## src/rtl/core/fenc_pkg.sv

```systemverilog
// constants, slot codes and crc-16/arc byte update for the frame encoder
// no dependencies

package fenc_pkg;

  localparam int unsigned ByteW   = 8;
  localparam int unsigned LenW    = 16;
  localparam int unsigned LimitW  = 17;
  localparam int unsigned CrcW    = 16;
  localparam int unsigned SlotN   = 8;
  localparam int unsigned SlotW   = $clog2(SlotN);

  localparam logic [ByteW-1:0]  SyncFirst     = 8'h54;
  localparam logic [ByteW-1:0]  SyncSecond    = 8'h47;
  localparam logic [LimitW-1:0] FrameOverhead = 17'd6;
  localparam logic [LimitW-1:0] LimitReset    = 17'd65541;
  localparam logic [CrcW-1:0]   CrcPoly       = 16'hA001;

  // result slots of one input item, emitted from lowest to highest
  localparam logic [SlotW-1:0] SlotSync0   = 3'd0;
  localparam logic [SlotW-1:0] SlotSync1   = 3'd1;
  localparam logic [SlotW-1:0] SlotLenHi   = 3'd2;
  localparam logic [SlotW-1:0] SlotLenLo   = 3'd3;
  localparam logic [SlotW-1:0] SlotData    = 3'd4;
  localparam logic [SlotW-1:0] SlotCrcHi   = 3'd5;
  localparam logic [SlotW-1:0] SlotCrcLo   = 3'd6;
  localparam logic [SlotW-1:0] SlotReject  = 3'd7;

  function automatic logic [CrcW-1:0] crc_feed(input logic [CrcW-1:0] crc,
                                               input logic [ByteW-1:0] b);
    logic [CrcW-1:0] c;
    c = crc ^ {8'h00, b};
    for (int k = 0; k < 8; k++) begin
      if (c[0]) begin
        c = (c >> 1) ^ CrcPoly;
      end else begin
        c = c >> 1;
      end
    end
    return c;
  endfunction

endpackage

```

## src/rtl/core/frame_encoder_crc16_core.sv

```systemverilog
// length-prefixed frame encoder with crc-16/arc trailer
// an item's results are held in mask_q, then registered one by one at the output
// throughput: one result per cycle unless m_axis_tready stalls; payload bytes
//   stream at one per cycle and headers/trailers stall input
// reset: asynchronous active low; clears frame state, crc, queue and output valid,
//   and sets buffer_limit to 65541
// depends on fenc_pkg

module frame_encoder_crc16_core
  import fenc_pkg::*;
(
  input  logic              clk_i,
  input  logic              rst_ni,
  input  logic              cfg_we_i,
  input  logic [LimitW-1:0] cfg_wdata_i,
  input  logic              s_axis_tvalid,
  output logic              s_axis_tready,
  input  logic [23:0]       s_axis_tdata,   // data_byte, payload_length
  input  logic              s_axis_tlast,   // last_byte
  input  logic [1:0]        s_axis_tuser,   // first_byte, empty_frame
  output logic              m_axis_tvalid,
  input  logic              m_axis_tready,
  output logic [7:0]        m_axis_tdata,   // wire_byte
  output logic              m_axis_tlast,   // frame_end
  output logic [1:0]        m_axis_tuser    // run_end, rejected
);

  logic [LimitW-1:0] limit_q;
  logic [CrcW-1:0]   crc_acc_q, crc_acc_d;
  logic              in_frame_q, in_frame_d;
  logic              dropping_q, dropping_d;

  logic [SlotN-1:0]  mask_q, mask_d, mask_new;
  logic [LenW-1:0]   len_q;
  logic [ByteW-1:0]  data_q;
  logic [CrcW-1:0]   crc_out_q, crc_new;

  logic              out_valid_q;
  logic [ByteW-1:0]  out_byte_q;
  logic              out_run_end_q, out_frame_end_q, out_rej_q;

  logic [ByteW-1:0]  in_data;
  logic [LenW-1:0]   in_len, len_eff;
  logic              in_first, in_last, in_empty;
  logic              in_xfer, out_load;
  logic [CrcW-1:0]   crc_base;
  logic              too_long;

  logic [SlotW-1:0]  cur_slot;
  logic [SlotN-1:0]  mask_rem;
  logic              cur_last;
  logic [ByteW-1:0]  cur_byte;

  assign in_data  = s_axis_tdata[7:0];
  assign in_len   = s_axis_tdata[23:8];
  assign in_first = s_axis_tuser[0];
  assign in_empty = s_axis_tuser[1];
  assign in_last  = s_axis_tlast;

  // pending result selection
  always_comb begin
    cur_slot = '0;
    for (int i = SlotN - 1; i >= 0; i--) begin
      if (mask_q[i]) begin
        cur_slot = SlotW'(i);
      end
    end
  end

  assign mask_rem = mask_q & ~(SlotN'(1) << cur_slot);
  assign cur_last = (mask_rem == '0);
  assign out_load = (|mask_q) && (!out_valid_q || m_axis_tready);

  always_comb begin
    unique case (cur_slot)
      SlotSync0:  cur_byte = SyncFirst;
      SlotSync1:  cur_byte = SyncSecond;
      SlotLenHi:  cur_byte = len_q[15:8];
      SlotLenLo:  cur_byte = len_q[7:0];
      SlotData:   cur_byte = data_q;
      SlotCrcHi:  cur_byte = crc_out_q[15:8];
      SlotCrcLo:  cur_byte = crc_out_q[7:0];
      SlotReject: cur_byte = '0;
      default:    cur_byte = '0;
    endcase
  end

  assign s_axis_tready = !(|mask_q) || (out_load && cur_last);
  assign in_xfer       = s_axis_tvalid && s_axis_tready;

  // per-item plan and frame state update
  assign len_eff  = in_empty ? '0 : in_len;
  assign too_long = ({1'b0, len_eff} + FrameOverhead) > limit_q;
  assign crc_base = in_first ? '0 : crc_acc_q;
  assign crc_new  = in_empty ? crc_base : crc_feed(crc_base, in_data);

  always_comb begin
    mask_new   = '0;
    crc_acc_d  = crc_acc_q;
    in_frame_d = in_frame_q;
    dropping_d = dropping_q;
    if (in_first) begin
      if (too_long) begin
        if (in_empty || in_last) begin
          mask_new[SlotReject] = 1'b1;
          in_frame_d = 1'b0;
          dropping_d = 1'b0;
        end else begin
          in_frame_d = 1'b1;
          dropping_d = 1'b1;
        end
        crc_acc_d = '0;
      end else begin
        mask_new[SlotSync0] = 1'b1;
        mask_new[SlotSync1] = 1'b1;
        mask_new[SlotLenHi] = 1'b1;
        mask_new[SlotLenLo] = 1'b1;
        mask_new[SlotData]  = !in_empty;
        if (in_empty || in_last) begin
          mask_new[SlotCrcHi] = 1'b1;
          mask_new[SlotCrcLo] = 1'b1;
          crc_acc_d  = '0;
          in_frame_d = 1'b0;
        end else begin
          crc_acc_d  = crc_new;
          in_frame_d = 1'b1;
        end
        dropping_d = 1'b0;
      end
    end else if (in_frame_q) begin
      if (dropping_q) begin
        if (in_last) begin
          mask_new[SlotReject] = 1'b1;
          in_frame_d = 1'b0;
          dropping_d = 1'b0;
          crc_acc_d  = '0;
        end
      end else begin
        mask_new[SlotData] = !in_empty;
        if (in_last) begin
          mask_new[SlotCrcHi] = 1'b1;
          mask_new[SlotCrcLo] = 1'b1;
          crc_acc_d  = '0;
          in_frame_d = 1'b0;
        end else begin
          crc_acc_d = crc_new;
        end
      end
    end
  end

  always_comb begin
    mask_d = mask_q;
    if (out_load) begin
      mask_d = mask_rem;
    end
    if (in_xfer) begin
      mask_d = mask_new;
    end
  end

  always_ff @(posedge clk_i or negedge rst_ni) begin
    if (!rst_ni) begin
      limit_q     <= LimitReset;
      crc_acc_q   <= '0;
      in_frame_q  <= 1'b0;
      dropping_q  <= 1'b0;
      mask_q      <= '0;
      out_valid_q <= 1'b0;
    end else begin
      if (cfg_we_i) begin
        limit_q <= cfg_wdata_i;
      end
      if (in_xfer) begin
        crc_acc_q  <= crc_acc_d;
        in_frame_q <= in_frame_d;
        dropping_q <= dropping_d;
      end
      mask_q <= mask_d;
      if (out_load) begin
        out_valid_q <= 1'b1;
      end else if (m_axis_tready) begin
        out_valid_q <= 1'b0;
      end
    end
  end

  always_ff @(posedge clk_i) begin
    if (in_xfer) begin
      len_q     <= len_eff;
      data_q    <= in_data;
      crc_out_q <= crc_new;
    end
    if (out_load) begin
      out_byte_q      <= cur_byte;
      out_run_end_q   <= cur_last;
      out_frame_end_q <= (cur_slot == SlotCrcLo) || (cur_slot == SlotReject);
      out_rej_q       <= (cur_slot == SlotReject);
    end
  end

  assign m_axis_tvalid = out_valid_q;
  assign m_axis_tdata  = out_byte_q;
  assign m_axis_tlast  = out_frame_end_q;
  assign m_axis_tuser  = {out_rej_q, out_run_end_q};

  a_busy_blocks_input: assert property (@(posedge clk_i) disable iff (!rst_ni)
    ($countones(mask_q) > 1) |-> !s_axis_tready)
    else $error("input taken while several results pending");

  a_reject_alone: assert property (@(posedge clk_i) disable iff (!rst_ni)
    mask_q[SlotReject] |-> (mask_q[SlotCrcLo:SlotSync0] == '0))
    else $error("reject result mixed with frame bytes");

  a_drop_in_frame: assert property (@(posedge clk_i) disable iff (!rst_ni)
    dropping_q |-> in_frame_q)
    else $error("dropping outside a frame");

  a_reject_shape: assert property (@(posedge clk_i) disable iff (!rst_ni)
    (out_valid_q && out_rej_q) |-> (out_frame_end_q && out_run_end_q && out_byte_q == '0))
    else $error("malformed reject result");

endmodule

```

## config.mk

```make
export PLATFORM = sky130hd
export DESIGN_NAME = frame_encoder_crc16_core
export DESIGN_NICKNAME = d
export VERILOG_FILES = /design/src/rtl/core/fenc_pkg.sv /design/src/rtl/core/frame_encoder_crc16_core.sv
export SDC_FILE = /design/constraint.sdc
export NUM_CORES = 1
export LEC_CHECK = 0
export ABC_AREA = 1
export ABC_CLOCK_PERIOD_IN_PS = 3200
export BUFFER_PORTS_ARGS = -buffer_cell sky130_fd_sc_hd__buf_2
export CAP_MARGIN = 40
export CORE_ASPECT_RATIO = 1.2
export CORE_UTILIZATION = 50
export CTS_CLUSTER_SIZE = 16
export DETAILED_ROUTE_END_ITERATION = 16
export GPL_ROUTABILITY_DRIVEN = 1
export PLACE_DENSITY_LB_ADDON = 0.2
export RECOVER_POWER = 100
export SYNTH_ARGS = -nofsm -noshare
export SYNTH_HDL_FRONTEND = slang
export SYNTH_SLANG_ARGS = --single-unit
export TNS_END_PERCENT = 100
```

## constraint.sdc

```tcl
create_clock -name clk_i -period 3.2 [get_ports clk_i]
set_input_delay 0.64 -clock clk_i [delete_from_list [all_inputs] [get_ports clk_i]]
set_output_delay 0.64 -clock clk_i [all_outputs]
set_load 0.05 [all_outputs]
```

==> results of run 1 <==
final timing paths:
check | from | end | slack [ns] | cells after the start
worst max-delay path | s_axis_tuser[1] | crc_acc_q[2] | 0.002 | 25
worst min-delay path | crc_acc_q[7] | crc_acc_q[7] | 0.49 | 2
worst max register to register | mask_q[2] | mask_q[7] | 0.69 | 8
worst min register to register | crc_acc_q[7] | crc_acc_q[7] | 0.49 | 2
max in group asynchronous | rst_ni | crc_acc_q[14] | 1.93 | 2
min in group asynchronous | rst_ni | mask_q[1] | 0.52 | 1
Yosys cell counts, types with 2 or more instances:
| master | number | area, um^2 |
|---|---|---|
| xor2_1 | 7 | 61.31 |
| a22o_1 | 3 | 26.28 |
| nor2_1 | 36 | 135.1 |
| buf_2 | 2 | 10.01 |
| nand2_1 | 210 | 788.3 |
| buf_4 | 2 | 15.01 |
| a221oi_1 | 2 | 17.52 |
| nand2_2 | 16 | 100.1 |
| o21ai_2 | 10 | 87.58 |
| clkbuf_1 | 8 | 30.03 |
| nor2_4 | 4 | 45.04 |
| ha_1 | 17 | 212.7 |
| nand3_1 | 34 | 170.2 |
| nand4_4 | 2 | 42.54 |
| o21ai_0 | 25 | 125.1 |
| nor3_1 | 3 | 15.01 |
| inv_1 | 108 | 405.4 |
| nor2_2 | 5 | 31.28 |
| buf_1 | 2 | 7.510 |
| o22ai_1 | 2 | 12.51 |
| inv_2 | 4 | 15.01 |
| a21oi_1 | 24 | 120.1 |
| a32o_1 | 2 | 20.02 |
| o21ai_1 | 10 | 50.05 |
| edfxtp_1 | 51 | 1531 |
| nand4_1 | 9 | 56.30 |
| a22oi_1 | 2 | 15.01 |
| dfstp_2 | 3 | 78.83 |
| xnor2_1 | 5 | 43.79 |
| dfrtp_1 | 41 | 1026 |
| buf_6 | 2 | 22.52 |
| nand3_2 | 2 | 20.02 |
| nand2_4 | 2 | 22.52 |
| a31oi_1 | 5 | 31.28 |
critical path, cell delays in order:
cell and delay (ns):
buf_12 0.12, inv_16 0.06, nand2_4 0.05, nand2_4 0.07, nand2_4 0.05, nor2_4 0.11
nand2_4 0.07, nor2_4 0.09, nand2_2 0.07, nor2_4 0.09, nand2_2 0.07, nor2_4 0.11
nand4_1 0.18, xnor2_1 0.20, ha_1 0.32, nand4_1 0.14, inv_2 0.11, buf_4 0.11
nand4_1 0.10, nand2_2 0.12, nand3_2 0.08, nand2_2 0.09, nand4_4 0.10, buf_12 0.18
o21ai_1 0.13
logic make-up after synthesis:
kind of cell / after synthesis / synth area share
multiplexers: 1 / 0.002062
adder cells (fa/ha/maj): 17 / 0.03895
AND/OR/NAND/NOR: 325 / 0.2637
buffers and inverters: 128 / 0.09255
flip-flops: 95 / 0.4827
XOR/XNOR: 12 / 0.01924
AO/OA/AOI/OAI: 89 / 0.1008
state kept, by name (all words and copies together) (netlist names), 8 cells and up:
register,cells
crc_acc_q,16
crc_out_q,16
data_q,8
len_q,16
limit_q,17
m_axis_tdata,8
mask_q,8
report_power, final:
| group | switching (mW) | leakage, nW | total (mW) | internal, mW |
|---|---|---|---|---|
| Sequential | 0.145 | 1.03 | 1.80 | 1.65 |
| Clock | 0.522 | 0.145 | 1.07 | 0.550 |
| Combinational | 1.37 | 2.15 | 1.97 | 0.602 |
| Total | 2.03 | 3.33 | 4.84 | 2.80 |
final cells by class:
| cell class | instances | area share |
|---|---|---|
| sequential | 95 | 0.4048 |
| multi-input combinational | 444 | 0.3706 |
| timing repair buffer | 92 | 0.08761 |
| inverter | 112 | 0.06705 |
| clock buffer | 9 | 0.03458 |
| tap | 129 | 0.02478 |
| clock inverter | 7 | 0.01057 |
through the flow:
stage	util	setup WS, ns
6_report	0.6163	0.001542
3_5_place_dp	0.5800	-0.5816
3_3_place_gp	0.5781	-0.4370
2_1_floorplan	-	-0.1726
4_1_cts	0.6108	0.006544
5_1_grt	0.6163	-0.1892
metal layers:
layer,global-route usage,routed length [um],share of wire
met4,0.1000,349,0.027
met1,0.3037,5439,0.42
met2,0.4205,6365,0.49
met5,0,0,0
met3,0.03950,714,0.055
cell usage in the layout, fill, tap and decap left out, types with 3 or more instances in the layout:
master	synthesis	final
ha_1	17	17
dfstp_2	3	3
edfxtp_1	51	51
buf_4	2	28
xor2_1	7	7
inv_6	0	5
o21ai_2	10	10
inv_2	4	5
nand3_2	2	4
nor2_2	5	4
nand4_1	9	9
nand2_4	2	7
dfrtp_1	41	41
nor2_4	4	7
nor2_1	36	34
buf_2	2	51
inv_1	108	106
nand2_1	210	201
buf_12	0	3
a22o_1	3	3
clkbuf_1	8	9
o21ai_1	10	11
nand2_2	16	20
a31oi_1	5	5
xnor2_1	5	5
nand3_1	34	32
clkbuf_16	0	9
o21ai_0	25	24
a21oi_1	24	24
what timing repair did:
| item | CTS | global route |
|---|---|---|
| pin swaps | 12 | 7 |
| buffers inserted | 2 | 3 |
| endpoints found under the setup margin | 25 | 25 |
| gates resized for setup | 4 | 13 |
==> results.yml, run 1 <==
setup_path:
  startpoint_type: "input pin"
  cp-end-kind: "flop"
  worstPathRequired_ns: 3.48
  critPathKind: "in2reg"
  cp.arrival_ns: 3.48
  critPathMaxFanout: 16
placed_design:
  dp.cells: 867
  io_buffers: 61
  place_hpwl_um: 9729
  place_area_um2: 6130
  gp_congestion: 0.8365
outcome:
  status: "finished, final reports clean"
synthesis:
  ys.warnings.count: 0
  synth_edf_count: 51
  synth_area_um2: 5461
  synthCells: 667
  synth_top_flop_cell: "edfxtp_1"
  synth_async_sr_flop_share: 0.4632
  yosysSeqAreaShare: 0.4827
  syn_nets: 733
  synth_seq_cells: 95
  syn_avg_cell_area_um2: 8.188
  yosys.cell_types.count: 41
finish:
  final_cells: 888
  regArea_um2: 2636
  multi_input_area_um2: 2414
  post-route-cell-area_um2: 6513
  fill_cells: 899
  n_antenna_cell: 0
  drive_gt1_frac: 0.2213
  syn2layout_area_growth_pct: 19.24
  num-nets-final: 820
sta:
  grt_setup_unrepaired: "yes"
  max_clock_freq_mhz: 312.7
  tns_ns: 0
  hold_viol: 0
  setup_viol: 0
  clock_skew_ns: 0.008880
  relSlewSlack: 0.1852
  fin_crit_sh: 0.9995
  whs_ns: 0.4901
  drv_slew: 0
  worstMarginPinSlew_ns: 1.222
  period_minus_slack_ns: 3.198
job:
  drv_cap: 0
clocking:
  cts_tree: "built"
  cts_inserted_buffers: 9
  htreeDepth: 3
  clockBufferDepth: 2
  cts_hold_buf: 0
  clock_latency_ns: 0.35
  clkSinkCount: 95
  clk_pin_slew_worst_paths_ns: 0.08
  cts_root_buffer: "clkbuf_16"
global_routing:
  grt_max_degree: 34
  grt_pass1_wl_um: 21370
  track_usage: 0.2422
  grt_overflow_total: 0
  antenna_found_initial: 0
  grt_pass1_vias: 4450
drt:
  postRouteAntennaNets: 0
  vias: 4632
  detail_route.first_pass.iterations: 5
  drt_iter0_drc: 254
  finalWirelength_um: 12870
  route.detailed.drc: 0
  wire_per_inst_um: 14.49
  viasPerCell: 5.216
power_and_ir_drop:
  finalPower_mw: 4.837
  ir_drop_mv: 0.4353
  p_per_area_nw_per_um2: 742.8
  p_leak_nw: 3.329
die:
  start_util: 0.5168
  ios: 62
  die_x_um: 97.41
  die_h_um: 116.5
  die_area_um2: 11350
  row_count: 41
  core-area_um2: 10570
hold_path:
  worstHoldPathType: "reg2reg"
(Power assumes the default switching activity.)
==> inputs of run 2 (changes only) <==
Settings changed: ABC_CLOCK_PERIOD_IN_PS 3200 to 3410.
Clock period 3.2 ns to 3.41 ns, I/O delays scaled along.
==> run 2 against run 1 <==
  * The run now ends with capacitance limit, slew limit left
  * Hold slack worse by 0.0030 ns
  * Flip-flop and latch count stayed put
  * Total power is 4.4% lower
  * Register-to-register slack hardly changed
  * Critical path type unchanged
  * Largest cell class unchanged
  * Largest power group unchanged
  * Highest routed layer unchanged
==> results.yml, run 2 (same netlist as run 1, synthesis figures left out) <==
outcome:
  status: "finished, violations left"
  failed_checks: "capacitance limit, slew limit"
drt:
  wire_per_inst_um: 14.24
  route.detailed.drc: 0
  vias: 4550
  finalWirelength_um: 12560
  detail_route.first_pass.iterations: 5
  viasPerCell: 5.159
  postRouteAntennaNets: 0
  drt_iter0_drc: 254
setup_path:
  startpoint_type: "input pin"
  cp.arrival_ns: 3.52
  worstPathRequired_ns: 3.68
  crit_buf_inv: 5
  critPathTopFamily: "simple AND/OR/NAND/NOR gates"
  slowest_stage: "ha_1"
  critPathMaxFanout: 8
  critPathKind: "in2reg"
  cp-end-kind: "flop"
  slowest_delay_ns: 0.31
finish:
  layout_commonest_cell: "nand2_1"
  n_antenna_cell: 0
  fill_cells: 921
  drive_gt1_frac: 0.2138
  syn2layout_area_growth_pct: 19.68
  final_cells: 882
  final_cell_mix: "nand2_1, inv_1, edfxtp_1, buf_2, dfrtp_1"
  regMostFlops: "limit_q"
  largest_reg_flops: 17
  num-nets-final: 814
  multi_input_area_um2: 2421
  regArea_um2: 2636
clocking:
  cts_tree: "built"
  cts_hold_buf: 0
  clkSinkCount: 95
  cts_inserted_buffers: 9
  cts_root_buffer: "clkbuf_16"
  clock_latency_ns: 0.34
  htreeDepth: 3
  clk_pin_slew_worst_paths_ns: 0.07
  clockBufferDepth: 2
sta:
  grt_setup_unrepaired: "yes"
  clock_skew_ns: 0.006299
  worstMarginPinSlew_ns: 1.511
  hold_viol: 0
  max_clock_freq_mhz: 307.4
  whs_ns: 0.4871
  setup_viol: 0
  relSlewSlack: -0.007621
  drv_slew: 25
  period_minus_slack_ns: 3.253
  fin_crit_sh: 0.9539
placed_design:
  place_hpwl_um: 9434
  dp.cells: 862
  gp_congestion: 0.9002
  io_buffers: 61
global_routing:
  antenna_found_initial: 0
  grt_max_degree: 36
  track_usage: 0.2232
  grt_pass1_vias: 4127
  grt_overflow_total: 0
  grt_pass1_wl_um: 19560
die:
  die_h_um: 116.5
  row_count: 41
  start_util: 0.5168
  ios: 62
  die_x_um: 97.41
  core-area_um2: 10570
  die_area_um2: 11350
job:
  drv_cap: 1
hold_path:
  worstHoldPathType: "reg2reg"
power_and_ir_drop:
  finalPower_mw: 4.625
  p_leak_nw: 3.322
  ir_drop_mv: 0.3363
  p_per_area_nw_per_um2: 707.5
==> run 2: changes by cell type in the layout (fill, tap and decap cells not counted), sizes merged <==
cell and delta:
bufinv +2, clkinvlp +2, buf -7, clkbuf +2
clkinv -1, inv -4
==> run 2: report_power, final <==
group,leakage [nW],internal (mW),switching (mW)
Combinational,2.14,0.579,1.28
Sequential,1.03,1.55,0.135
Clock,0.149,0.647,0.436
==> run 2: cell type report <==
cell class	count	share of cell area
Timing Repair Buffer	86	0.08557
Clock inverter	6	0.01417
Clock buffer	10	0.03503
Multi-Input combinational cell	444	0.3704
Sequential cell	95	0.4033
Tap cell	129	0.02469
Inverter	112	0.06681
==> run 2: path summary, 6_finish.rpt <==
| path | slack, ns | end | cells after the start | start |
|---|---|---|---|---|
| hold / removal | 0.49 | crc_acc_q[6] | 2 | crc_acc_q[6] |
| setup reg to reg | 0.68 | crc_acc_q[5] | 12 | mask_q[4] |
| hold reg to reg | 0.49 | crc_acc_q[6] | 2 | crc_acc_q[6] |
| min in group asynchronous | 0.70 | mask_q[5] | 1 | rst_ni |
| max in group asynchronous | 1.83 | limit_q[15] | 1 | rst_ni |
| setup / recovery | 0.16 | crc_acc_q[4] | 27 | s_axis_tuser[1] |
==> run 2: metal layers <==
metal,part of all wire,wire (um),track usage,up-vias
met2,0.49,6132,0.3748,138
met3,0.049,614,0.03651,23
li1,-,-,-,2304
met1,0.44,5514,0.2864,2085
met4,0.024,297,0.1029,0
met5,0,0,0,-
==> run 2: metrics by stage <==
step	area, um^2	utilization	setup slack, ns	setup TNS [ns]
3_3_place_gp	6077	0.5751	-0.2949	-5.959
4_1_cts	6441	0.6095	0.01715	0
2_1_floorplan	5533	-	-0.007779	-0.007779
6_report	6536	0.6185	0.1571	0
5_1_grt	6536	0.6185	-0.05511	-0.6547
3_5_place_dp	6112	0.5784	-0.4175	-8.618
==> run 2: repair_timing <==
action | CTS | global route
setup buffers | 0 | 3
resized for setup | 2 | 13
endpoints found under the setup margin | 16 | 25
pin swaps | 4 | 16
cloned | 0 | 1
==> run 2: worst min-delay path, stage by stage (launching register included) <==
cell and delay (ns):
dfrtp_1 0.36, nand2_2 0.06, o21ai_2 0.04
==> inputs of run 3 (changes only) <==
Settings changed: ABC_CLOCK_PERIOD_IN_PS 3410 to 3800.
Clock period 3.41 ns to 3.8 ns, I/O delays scaled along.
==> run 3 against run 2 <==
  * Sequential power decreased by 10%
  * Utilization shrank 3.1 points
  * First-iteration DRC count is 5.1% lower
  * Hold slack improved by 0.0035 ns
  * Critical path depth grew 1
  * Combinational power shrank 16%
  * The flow now finishes without violations
  * Clock power decreased by 18%
  * Via count down 0.48%
  * Setup slack improved by 0.054 ns
==> results.yml, run 3 (same netlist as run 1, synthesis figures left out) <==
outcome:
  status: "finished, final reports clean"
global_routing:
  grt_pass1_vias: 4198
  grt_pass1_wl_um: 19950
  track_usage: 0.2269
  grt_overflow_total: 0
  grt_max_degree: 36
  antenna_found_initial: 0
clocking:
  htreeDepth: 3
  cts_root_buffer: "clkbuf_16"
  cts_tree: "built"
  clockBufferDepth: 2
  clock_latency_ns: 0.35
  clk_pin_slew_worst_paths_ns: 0.07
  clkSinkCount: 95
  cts_inserted_buffers: 9
job:
  drv_cap: 0
power_and_ir_drop:
  p_per_area_nw_per_um2: 638.2
  finalPower_mw: 3.964
  p_leak_nw: 3.138
  ir_drop_mv: 0.3063
sta:
  setup_viol: 0
  tns_ns: 0
  hold_viol: 0
  worstMarginPinSlew_ns: 1.346
  drv_slew: 0
  clock_skew_ns: 0.007322
  whs_ns: 0.4907
  fin_crit_sh: 0.9445
  period_minus_slack_ns: 3.589
  relSlewSlack: 0.1028
  max_clock_freq_mhz: 278.6
  worst_slack_ns: 0.2109
drt:
  top_layer: "met4"
  drt_iter0_drc: 241
  postRouteAntennaNets: 0
  wl_met3_um: 585
  route.detailed.drc: 0
  viasPerCell: 5.193
  finalWirelength_um: 12310
  wl_met2_um: 5866
  wl_met1_um: 5521
  detail_route.first_pass.iterations: 5
  wire_per_inst_um: 14.12
  vias: 4528
die:
  die_x_um: 97.41
  core-area_um2: 10570
  row_count: 41
  ios: 62
  start_util: 0.5168
  die_area_um2: 11350
  die_h_um: 116.5
setup_path:
  startpoint_type: "input pin"
  cp.arrival_ns: 3.83
  slowest_stage: "ha_1"
  cp-end-kind: "flop"
  cp_common_cell: "nand2_1"
  slowest_delay_ns: 0.32
  critPathKind: "in2reg"
  critPathMaxFanout: 6
  worstPathRequired_ns: 4.04
placed_design:
  dp_slack_ns: -0.01350
  place_hpwl_um: 9275
  gp_congestion: 0.8569
  io_buffers: 61
finish:
  largest_reg_flops: 17
  syn2layout_area_growth_pct: 13.72
  layout_commonest_cell: "nand2_1"
  final_cell_mix: "nand2_1, inv_1, edfxtp_1"
  regMostFlops: "limit_q"
  drive_gt1_frac: 0.1548
  n_antenna_cell: 0
  fill_cells: 970
  num-nets-final: 804
hold_path:
  worstHoldPathType: "reg2reg"
run 3: final cells by class:
type / instances / area (um^2) / area share
flip-flops and latches: 95 / 2636 / 0.4245
multi-input cells: 444 / 2318 / 0.3733
inverters: 112 / 422.9 / 0.06809
repair buffers: 76 / 381.6 / 0.06144
clock buffers: 9 / 225.2 / 0.03626
well taps: 129 / 161.4 / 0.02599
clock inverters: 7 / 65.06 / 0.01048
run 3: repair_timing:
| action | 4_1_cts | 5_1_grt |
|---|---|---|
| buffers inserted | 0 | 3 |
| endpoints found under the setup margin | 0 | 15 |
| hold buffers | 0 | 0 |
| gates resized for setup | 0 | 12 |
run 3: metal layers:
| layer | GRT usage | up-vias |
|---|---|---|
| met5 | 0 | - |
| met4 | 0.1029 | 0 |
| met3 | 0.03890 | 27 |
| met2 | 0.3781 | 142 |
| met1 | 0.2929 | 2067 |
| li1 | - | 2292 |
run 3: stage by stage:
stage          std cells  instance area (um^2)  utilization
6_report             872                  6211       0.5877
5_1_grt              872                  6211       0.5877
4_1_cts              869                  6256       0.5920
3_5_place_dp         853                  5966       0.5645
3_3_place_gp         852                  5938       0.5619
2_1_floorplan        667                  5461            -
run 3: worst paths after layout:
path	startpoint	end	slack, ns	depth (start not counted)
min in group asynchronous	rst_ni	mask_q[7]	0.70	1
worst max-delay path	s_axis_tuser[1]	mask_q[1]	0.21	28
max in group asynchronous	rst_ni	crc_acc_q[3]	1.28	2
worst min register to register	crc_acc_q[6]	crc_acc_q[6]	0.49	2
worst max register to register	mask_q[4]	data_q[7]	0.35	10
worst min-delay path	crc_acc_q[6]	crc_acc_q[6]	0.49	2
run 3: critical path, delay by kind of cell:
kind,cells,cell delay (ns)
adders and majority gates,1,0.32
xor gates and xnor gates,1,0.19
buffers and inverters,4,0.44
and+or+nand+nor,22,2.12
run 3: power breakdown:
part	switching (mW)	total, mW	internal, mW	leakage, nW
clock network	0.428	0.887	0.459	0.144
registers	0.118	1.51	1.39	1.03
logic	1.11	1.57	0.454	1.96
total	1.66	3.96	2.30	3.14
